===== src/hdl/mlqs_ram.sv =====
// ----------------------------------------------------------------------------
// mlqs_ram
// Generic single-write, single-read RAM with registered read data.
// ----------------------------------------------------------------------------
module mlqs_ram #(
    parameter int WIDTH = 8,
    parameter int DEPTH = 16
) (
    input  logic                     clk,
    input  logic                     we,
    input  logic [$clog2(DEPTH)-1:0] waddr,
    input  logic [WIDTH-1:0]         wdata,
    input  logic [$clog2(DEPTH)-1:0] raddr,
    output logic [WIDTH-1:0]         rdata
);

    logic [WIDTH-1:0] mem [DEPTH];

    // Write port
    always_ff @(posedge clk)
    begin
        if (we)
        begin
            mem[waddr] <= wdata;
        end
    end

    // Registered read port
    always_ff @(posedge clk)
    begin
        rdata <= mem[raddr];
    end

endmodule


===== config.mk =====
export PLATFORM = sky130hd
export DESIGN_NAME = mlqs_ram
export DESIGN_NICKNAME = d
export VERILOG_FILES = /design/src/hdl/mlqs_ram.sv
export SDC_FILE = /design/constraint.sdc
export NUM_CORES = 1
export LEC_CHECK = 0
export ABC_AREA = 1
export BUFFER_PORTS_ARGS = -buffer_cell sky130_fd_sc_hd__buf_2
export CORE_MARGIN = 3
export CORE_UTILIZATION = 56
export DETAILED_ROUTE_END_ITERATION = 8
export PLACE_DENSITY = 0.75
export SKIP_LAST_GASP = 1
export SYNTH_ARGS = -nofsm -noshare
export SYNTH_HDL_FRONTEND = slang
export SYNTH_SLANG_ARGS = --single-unit

===== constraint.sdc =====
create_clock -name clk -period 2 [get_ports clk]
set_clock_uncertainty 0.1 [all_clocks]
set_input_delay 0.1 -clock clk [delete_from_list [all_inputs] [get_ports clk]]
set_output_delay 0.1 -clock clk [all_outputs]
set_load 0.1 [all_outputs]

* Yosys cells after proc, flatten, opt, wreduce, memory -nomap -nowiden
Memories as Yosys holds them, arrays and structs flattened. A register that Yosys moved wholly into a read port is not among the register bits. Cells that the tools add are included.
Word-level totals: output and inout bits 8, flip-flop bits (word level) 0, bits in writable memories 128, bits of input ports 18, memories 1
Memories:
- mem | words 16, bits a word 8, read ports 1, clocked after Yosys merged registers in 1, wr ports 1, line 17 | logic [WIDTH-1:0] mem [DEPTH];
Operators by class: muxes and demuxes 2
Operator list (count):
- $mux 1 | 2

* Longest topological paths before layout
depth in word-level cells 2, mapped depth 8, gate-level depth less buffers 7

* Worst setup path after synthesis
No wires, ideal clock.
kind input port to flip-flop, start point in waddr[2], end point mem mem[10][0], enable pin, data arrival time 0.681 ns, slack 0.849 ns, stages 2, data required time 1.530 ns, path through nand3b_1 -> nor2_1
RTL lines:
- from (decl) | line 11 | input logic [$clog2(DEPTH)-1:0] waddr,
- to (decl) | line 17
Straight into the memory's write port.

==> impl_metrics.csv <==
group,metric,value,unit
yosys,synth_nets,569,
sta,fin_crit,1849,ps
floorplanning,die_x,107.5,µm
finish,regArea,4004,µm²
sta,fmax,540.9,MHz
worst_setup_path,worst_path_largest_cell_delay,550,ps
finish,final_cells,741,
cts,path_clk_slew,60,ps
grt,grt_pass1_wl,19.93,mm
sta,slew_headroom,52.19,%
grt,met2_usage,37.12,%
sta,grt_setup_unrepaired,"no",
worst_setup_path,slowest_stage,"dlygate4sd3_1",
routing,detail_route.wl_per_cell,17.23,µm
cts,cts_resized,0,
power,total_power,6.741,mW
yosys,synth_flop_cell,"edfxtp_1",
routing,drt-pass1-iter-count,5,
worst_setup_path,startpoint,"raddr[2]",
sta,setup_slack,151.3,ps
worst_hold_path,worst_hold_startpoint,"we",
finish,drive_gt1_share,11.68,%
sta,hold_violations,0,
floorplanning,core,9910,µm²
power,cellLeakagePower,2.915,nW
worst_setup_path,critPathArrivalTime,2160,ps
grt,antenna_found_initial,0,
yosys,synth_area_leader_cell,"edfxtp_1",
yosys,yosysSeqAreaShare,69.43,%
routing,drtIter0Drc,411,
yosys,syn_inst,551,
finish,num-fill-cells,677,
grt,use_met1,32.44,%
yosys,synthTopCellsByCount,"173 x nand2_1, 128 x edfxtp_1, 100 x inv_1",
yosys,synth_most_common_cell,"nand2_1",
run,drv_cap,0,
placement,finalWeightedCongestion,0.9198,
yosys,synth_warnings,0,
finish,layout.nets,613,
yosys,synth_edf_count,128,
cts,cts_tree,"yes",
cts,cts-root-buf,"clkbuf_8",
run_status,status,"finished, final reports clean",
floorplanning,fp-row-count,36,
floorplanning,io_pins,26,
finish,multi_input_area,1214,µm²
grt,grt.busiest_layer,"met2",
sta,period_share,92.44,%
grt,grtUsageTotal,23.64,%
worst_setup_path,start_kind,"input pin",
placement,pre_cts_ws,533.6,ps
cts,worstSkewPairLatency,520,ps
cts,clock-sinks,136,
sta,maxSlewViolCount,0,
floorplanning,die_h,107.5,µm
yosys,synth_area_leaders,"edfxtp_1 67%, nand2_1 11%, nand3_1 8.4%, inv_1 6.5%, dfxtp_1 2.8%",
routing,wl,12.77,mm
routing,num_vias,3945,
worst_setup_path,cp-end-kind,"flip-flop",
sta,finalSetupTns,0,ps
worst_setup_path,rr_startpoint,"mem[11][5]",
finish,final_util,67.54,%
routing,route.antenna.remaining_nets,0,
worst_hold_path,hold_class,"in -> reg",
grt,grt_max_degree,65,
placement,post-dp-hpwl,7.811,mm
worst_setup_path,critPathTopFamily,"buffers and inverters",
cts,h-tree-depth,4,
yosys,synthesis.area,5767,µm²
worst_setup_path,crit_type,"in -> reg",
sta,max_slew.worst_pin.slew,714.6,ps
placement,numPortBuffers,25,
routing,route.detailed.drc,0,
finish,antennaDiodeCount,0,
finish,syn_to_final_growth,16.06,%
routing,via_per_inst,5.324,
cts,cts_buffer_depth,2,
yosys,yosys.area.top_type_share,66.65,%
worst_setup_path,crit_chain,"dlygate4sd3_1 -> buf_2 -> inv_1 -> nand3_1 -> nand3_1 -> dlygate4sd3_1 -> nand2_1",
floorplanning,die_area,11550,µm²
yosys,postSynthAreaPerCell,10.47,µm²
worst_setup_path,worst-path-max-fanout,17,
placement,placedCellCount,698,
grt,overflow,0,
power,power.density,1007,nW/µm²
worst_setup_path,path_buf_inv,4,
grt,grt_util_met3,4.739,%
sta,setup_viol,0,
yosys,yosysUniqueCellTypes,12,
grt,grt_pass1_vias,3808,
yosys,ys_seq_elements,136,
power,peakVddDrop,0.0006055,V
yosys,async_flop_share,0,%
floorplanning,initial_core_util,58.19,%
worst_setup_path,cp.required,2310,ps
cts,cts_made_buffers,17,
[metal layers]
| layer | up-vias | wire [µm] | part of all wire (%) |
|---|---|---|---|
| met3 | 22 | 749 | 5.9 |
| met1 | 1884 | 5613 | 44 |
| met4 | 0 | 283 | 2.2 |
| met5 | - | 0 | 0 |
| met2 | 172 | 6119 | 48 |
| li1 | 1867 | - | - |
[repair_timing]
item / 4_1_cts / 5_1_grt
hold buffers: 11 / 0
endpoints found under the hold margin: 136 / 0
buffers inserted: 0 / 0
[worst min-delay path, cell delays in order]
cell and delay, ps:
buf_2 120, nand2_1 130, nor2_1 160
[cell families after synthesis]
logic type / Yosys count / synth area share [%]
buffers and inverters: 126 / 9.525
AND/OR/NAND/NOR: 289 / 21.05
flip-flops: 136 / 69.43
[worst paths after layout]
path / slack, ps / to / depth (start not counted)
max: 150 / rdata[5] / 7
min reg2reg: 590 / rdata[6] / 6
max reg2reg: 430 / rdata[5] / 7
min: 110 / mem[0][2] / 3
[final cells by class]
| type | instances | area share, % |
|---|---|---|
| inverters | 102 | 5.721 |
| repair buffers | 49 | 5.160 |
| multi-input cells | 289 | 18.13 |
| clock buffers | 17 | 6.188 |
| flip-flops and latches | 136 | 59.82 |
| clock inverters | 15 | 2.486 |
| well taps | 133 | 2.486 |
[power by group]
part	switching [mW]	total (mW)	internal, mW
combinational	0.402	0.526	0.124
clock	1.21	3.01	1.80
sequential	0.0232	3.21	3.19
total	1.63	6.74	5.11
[layout by cell type, fill, tap and decap left out, drive strengths merged]
cell,netlist,routed
bufinv,0,2
clkinv,0,6
dfxtp,8,8
clkinvlp,0,1
inv,102,108
nand2,173,173
dlygate4sd3,0,11
nand3b,2,2
nor2,17,17
nand3,97,97
clkbuf,0,17
edfxtp,128,128
buf,24,38
[metrics by stage]
step	hold WS [ps]	cell area (µm²)
after floorplan	98.87	5767
after global placement	371.2	6002
after detailed placement	371.7	6002
after CTS	85.10	6693
after global routing	126.0	6693
final	109.3	6693
[flip-flops by register name, summed over array words and instances, names as in the netlist]
| register | count |
|---|---|
| mem | 128 |
| rdata | 8 |
Note: power is estimated with default switching activity, not from simulation.
