### src/hdl/mlqs_pkg.sv
// ----------------------------------------------------------------------------
// mlqs_pkg
// Types and codes shared by the multilevel queue scheduler files.
// ----------------------------------------------------------------------------
package mlqs_pkg;

    // Request codes
    localparam logic REQ_ADMIT    = 1'b0;
    localparam logic REQ_DISPATCH = 1'b1;

    // Result kinds
    localparam logic [1:0] KIND_ADMITTED   = 2'd0;
    localparam logic [1:0] KIND_FULL       = 2'd1;
    localparam logic [1:0] KIND_DISPATCHED = 2'd2;
    localparam logic [1:0] KIND_IDLE_TICK  = 2'd3;

    // Band codes, lower code is served first
    localparam logic [1:0] BAND_HIGH = 2'd0;
    localparam logic [1:0] BAND_MED  = 2'd1;
    localparam logic [1:0] BAND_LOW  = 2'd2;

    // Configuration register indexes and reset values
    localparam int unsigned CFG_IDX_W = 1;
    localparam int unsigned CFG_DATA_W = 8;
    localparam logic [CFG_IDX_W-1:0] REG_HIGH_THRESHOLD = 1'd0;
    localparam logic [CFG_IDX_W-1:0] REG_MED_THRESHOLD  = 1'd1;
    localparam logic [7:0] HIGH_THRESHOLD_RESET = 8'd10;
    localparam logic [7:0] MED_THRESHOLD_RESET  = 8'd5;

    typedef logic [31:0] time_t;
    typedef logic [1:0]  band_t;

    // One request item
    typedef struct packed {
        logic        req_type;
        logic [7:0]  job_id;
        logic [7:0]  job_priority;
        time_t       arrival_time;
        logic [15:0] burst_length;
    } req_item_t;

    // One result item
    typedef struct packed {
        logic [1:0] result_kind;
        logic [7:0] run_id;
        band_t      run_band;
        time_t      start_time;
        time_t      end_time;
        time_t      wait_time;
    } rsp_item_t;

    // One job table entry
    typedef struct packed {
        logic [7:0]  id;
        logic [7:0]  prio;
        time_t       arrival;
        logic [15:0] burst;
    } slot_t;

    // Best candidate seen so far in a dispatch scan
    typedef struct packed {
        logic       found;
        band_t      band;
        logic [7:0] prio;
    } best_t;

    // Verdict of the compare unit on one candidate
    typedef struct packed {
        logic  take;
        band_t band;
    } sel_t;

endpackage

### src/hdl/mlqs_sel.sv
// ----------------------------------------------------------------------------
// mlqs_sel
// Compare unit: classifies one candidate slot into a band and decides
// whether it beats the best candidate found so far.
// ----------------------------------------------------------------------------
module mlqs_sel (
    input  logic            cand_valid,
    input  mlqs_pkg::slot_t cand,
    input  mlqs_pkg::time_t now,
    input  logic [7:0]      high_threshold,
    input  logic [7:0]      med_threshold,
    input  mlqs_pkg::best_t best,
    output mlqs_pkg::sel_t  verdict
);

    logic            eligible;
    mlqs_pkg::band_t band;

    // Classify by priority, high band tested first
    always_comb
    begin
        if (cand.prio > high_threshold)
        begin
            band = mlqs_pkg::BAND_HIGH;
        end
        else if (cand.prio > med_threshold)
        begin
            band = mlqs_pkg::BAND_MED;
        end
        else
        begin
            band = mlqs_pkg::BAND_LOW;
        end
    end

    // Only stored jobs that have arrived compete
    assign eligible = cand_valid && (cand.arrival <= now);

    // Strictly better wins, so ties keep the lower slot
    always_comb
    begin
        verdict.band = band;
        verdict.take = eligible &&
                       (!best.found || (band < best.band) ||
                        ((band == best.band) && (cand.prio < best.prio)));
    end

endmodule

### config.mk
export PLATFORM = sky130hd
export DESIGN_NAME = mlqs_sel
export DESIGN_NICKNAME = d
export VERILOG_FILES = /design/src/hdl/mlqs_pkg.sv /design/src/hdl/mlqs_sel.sv
export SDC_FILE = /design/constraint.sdc
export NUM_CORES = 1
export LEC_CHECK = 0
export BUFFER_PORTS_ARGS = -buffer_cell sky130_fd_sc_hd__clkbuf_2
export CAP_MARGIN = 30
export CORE_ASPECT_RATIO = 2
export CORE_MARGIN = 2
export CORE_UTILIZATION = 30
export DETAILED_ROUTE_END_ITERATION = 8
export PLACE_DENSITY_LB_ADDON = 0.15
export SLEW_MARGIN = 20
export SYNTH_ARGS = -nofsm -noshare
export SYNTH_HDL_FRONTEND = slang
export SYNTH_SLANG_ARGS = --single-unit
export TNS_END_PERCENT = 30
### constraint.sdc
create_clock -name vclk -period 3.2
set_input_delay 0.48 -clock vclk [all_inputs]
set_output_delay 0.48 -clock vclk [all_outputs]
set_load 0.03 [all_outputs]
# After elaboration in Yosys (flattened, before gate mapping)
# Index checks and enable logic that the tools add are counted.
# word_totals
word_cells	14
in_bits	124
output_inout_bits	3
ff_bits	0
# classes
n_mux	2
n_reduce_logical	6
eq_ne	1
order_cmp	5
# op_table
operator	n
32-bit less-or-equal comparator	1
8-bit > comparator	2
8-bit less-than comparator	1
2-bit two-way mux	2
1-bit logical AND	3
2-bit equality test	1
1-bit logical OR	2
2-bit less-than comparator	1
1-bit logical NOT	1

# Logic depth before layout (Yosys ltp)
# logic_depth
word_depth	7
ltp_mapped	13
depth_no_buf	13

# Worst setup path before layout
# No wires, ideal clock.
# synth_path
kind	input -> output
start	input med_threshold[1]
end	output verdict[2] in the netlist's numbering
cell_stages	13
n_path_buf	0
setup_slack_ns	-0.358
required_ns	2.720
t_arrival_ns	3.078
path_cell_list	inv_1 ha_1 nor2b_1 o21a_1 o21ai_0 a21oi_1 o22a_1 nor2_1 ha_1 nor2b_1 o21ai_0 a21oi_1 a311oi_2
# synth_rtl
element	line_no	source
from (decl)	mlqs_sel.sv:11	input logic [7:0] med_threshold,
to (decl)	mlqs_sel.sv:13	output mlqs_pkg::sel_t verdict

==> impl_metrics.toml <==
[outcome]
status = "completed"

[pwr]
p_total_uw = 269
p_leak_uw = 0.00137
power.density_nw_per_um2 = 124
ir_drop_v = 0.0000631

[worst_setup_path]
end_kind = "output pin"
crit_cells = 14
crit_type = "in2out"
cp_max_fo = 3
worst-path-buf-inv = 2
path_delay_family = "compound AO/OA/AOI/OAI gates"
crit_slowest_cell = "ha_1"
crit_required_ps = 2720
cp-start-kind = "primary input"
arrival_ps = 2710
critPathLaunch = "cand[49]"
path_cells = "clkbuf_8, ha_4, nor2b_1, o21a_1, o21ai_1, a21oi_1, o22a_1, nor2_4, ha_1, nor2b_1, o21ai_1, a21oi_2, a311oi_4, clkbuf_8"
cpPeakStageDelay_ps = 240

[timing]
period_share_pct = 99.6
slew_violations = 0
setup_viol = 0
period_minus_slack_ps = 3190
tns_ps = 0
rsz0062_at_grt = "true"
finalHoldViolCount = 0
max_freq_ghz = 0.314
fin_ws_ps = 12.0
maxSlewHeadroom_pct = 71.9
worst_slew_pin_slew_ps = 416

[cells_and_area]
seq_cells = 0
synthToLayoutAreaGrowth_pct = 47.3
layout-drive-gt1-share_pct = 38.3
regArea_um2 = 0
utilization_pct = 45.3
n_antenna_cell = 0
clkbuf_count = 0
final_nets = 496

[grt]
grt_max_degree = 4
first_global_vias = 1606
grtUsageTotal_pct = 13.1
grt_overflow = 0
antenna_found_initial = 0
grt_first_pass_wirelength_mm = 5.88

[yosys]
synth_area_leader_cell = "ha_1"
ys_seq_area_share_pct = 0
synthesis.area_um2 = 1470
synth_top_area_share_pct = 48.6
syn_inst = 206
synth_area_leaders = "ha_1 49%, inv_1 15%, a21oi_1 7.2%"
synth_commonest_cells = "59 x inv_1, 57 x ha_1, 21 x a21oi_1"
synthMostInstantiatedCell = "inv_1"
avgSynthCellArea_um2 = 7.12
mappedNetlistNets = 387
yosys_warnings = 0
synth_cell_types = 25

[route]
vias = 1679
highest_layer = "met4"
drc = 0
wl_per_cell_um = 9.71
vias_per_cell = 4.54
first_iter_violations = 3
met3_length_um = 320
routed_wirelength_mm = 3.59
dr.pass1.iters = 4
met2_length_mm = 1.71
wl_met1_mm = 1.54
antenna_left = 0

[placed_design]
hpwl_mm = 3.48
gp_congestion = 0.811
pre_cts_ws_ps = -215
io_buffers = 103

[min_path]
hold_start = "cand_valid"
min_path_type = "in2out"
min_path_cells = 4

[floorplanning]
die_h_um = 103
start_util_pct = 30.7
fp-row-count = 36
io_pins = 127
die_w_um = 53.5
coreArea_um2 = 4770
dieArea_um2 = 5500

[clocking]
post_cts_buffers = 0

[job]
maxCapViolations = 0
[report_power, final]
| part | leakage, µW | internal, µW | total [µW] | switching [µW] |
|---|---|---|---|---|
| sequential | 0 | 0 | 0 | 0 |
| clock | 0 | 0 | 0 | 0 |
| combinational | 0.00137 | 139 | 269 | 130 |
[logic make-up after synthesis]
group	Yosys count	share of synthesized area (%)
adders and majority gates	57	48.6
buffers and inverters	59	15.1
and+or+nand+nor	46	18.0
AOI/OAI and AO/OA	44	18.3
[layer usage]
layer | global-route usage, % | up-vias
met5 | 0 | -
met4 | 0.986 | 0
met3 | 1.16 | 4
met2 | 24.6 | 71
met1 | 16.2 | 678
li1 | - | 926
[worst paths after layout]
check / end / slack [ps]
worst max-delay path: verdict[2] / 10
worst min-delay path: verdict[2] / 1380
[cell usage in the layout, fill, tap and decap left out, drive strengths merged, types with 2 or more instances in the layout]
master and count:
clkbuf 103, inv 59, ha 57, a21oi 22, nand2 12, o21ai 11, nand4 10, nor2b 7
nand3 5, nand2b 4, buf 4, nor2 3, o21a 2, o22a 2, nor4 2, a211oi 2
[timing repair]
action,CTS,global route
gates resized for setup,12,3
hold endpoints to repair,0,0
pin swaps,4,0
hold buffers,0,0
setup endpoints to repair,1,1
[cell type report]
cell class | count | area (µm²)
fill | 514 | 2610
multi-input combinational | 147 | 1310
timing repair buffer | 107 | 563
inverter | 59 | 221
tap | 57 | 71.3
[stage by stage]
step | hold WS [ps] | instances | cell area, µm²
6_report | 1380 | 370 | 2160
5_1_grt | 1420 | 370 | 2160
4_1_cts | 1390 | 370 | 2150
3_5_place_dp | 1410 | 370 | 2100
3_3_place_gp | 1400 | 370 | 2100
2_1_floorplan | 1160 | 206 | 1490
[worst min-delay path, delay by kind of cell]
kind / cells / cell delay [ps]
buffers and inverters: 2 / 240
AO/OA/AOI/OAI: 2 / 180
Note: power is estimated with default switching activity, not from simulation.
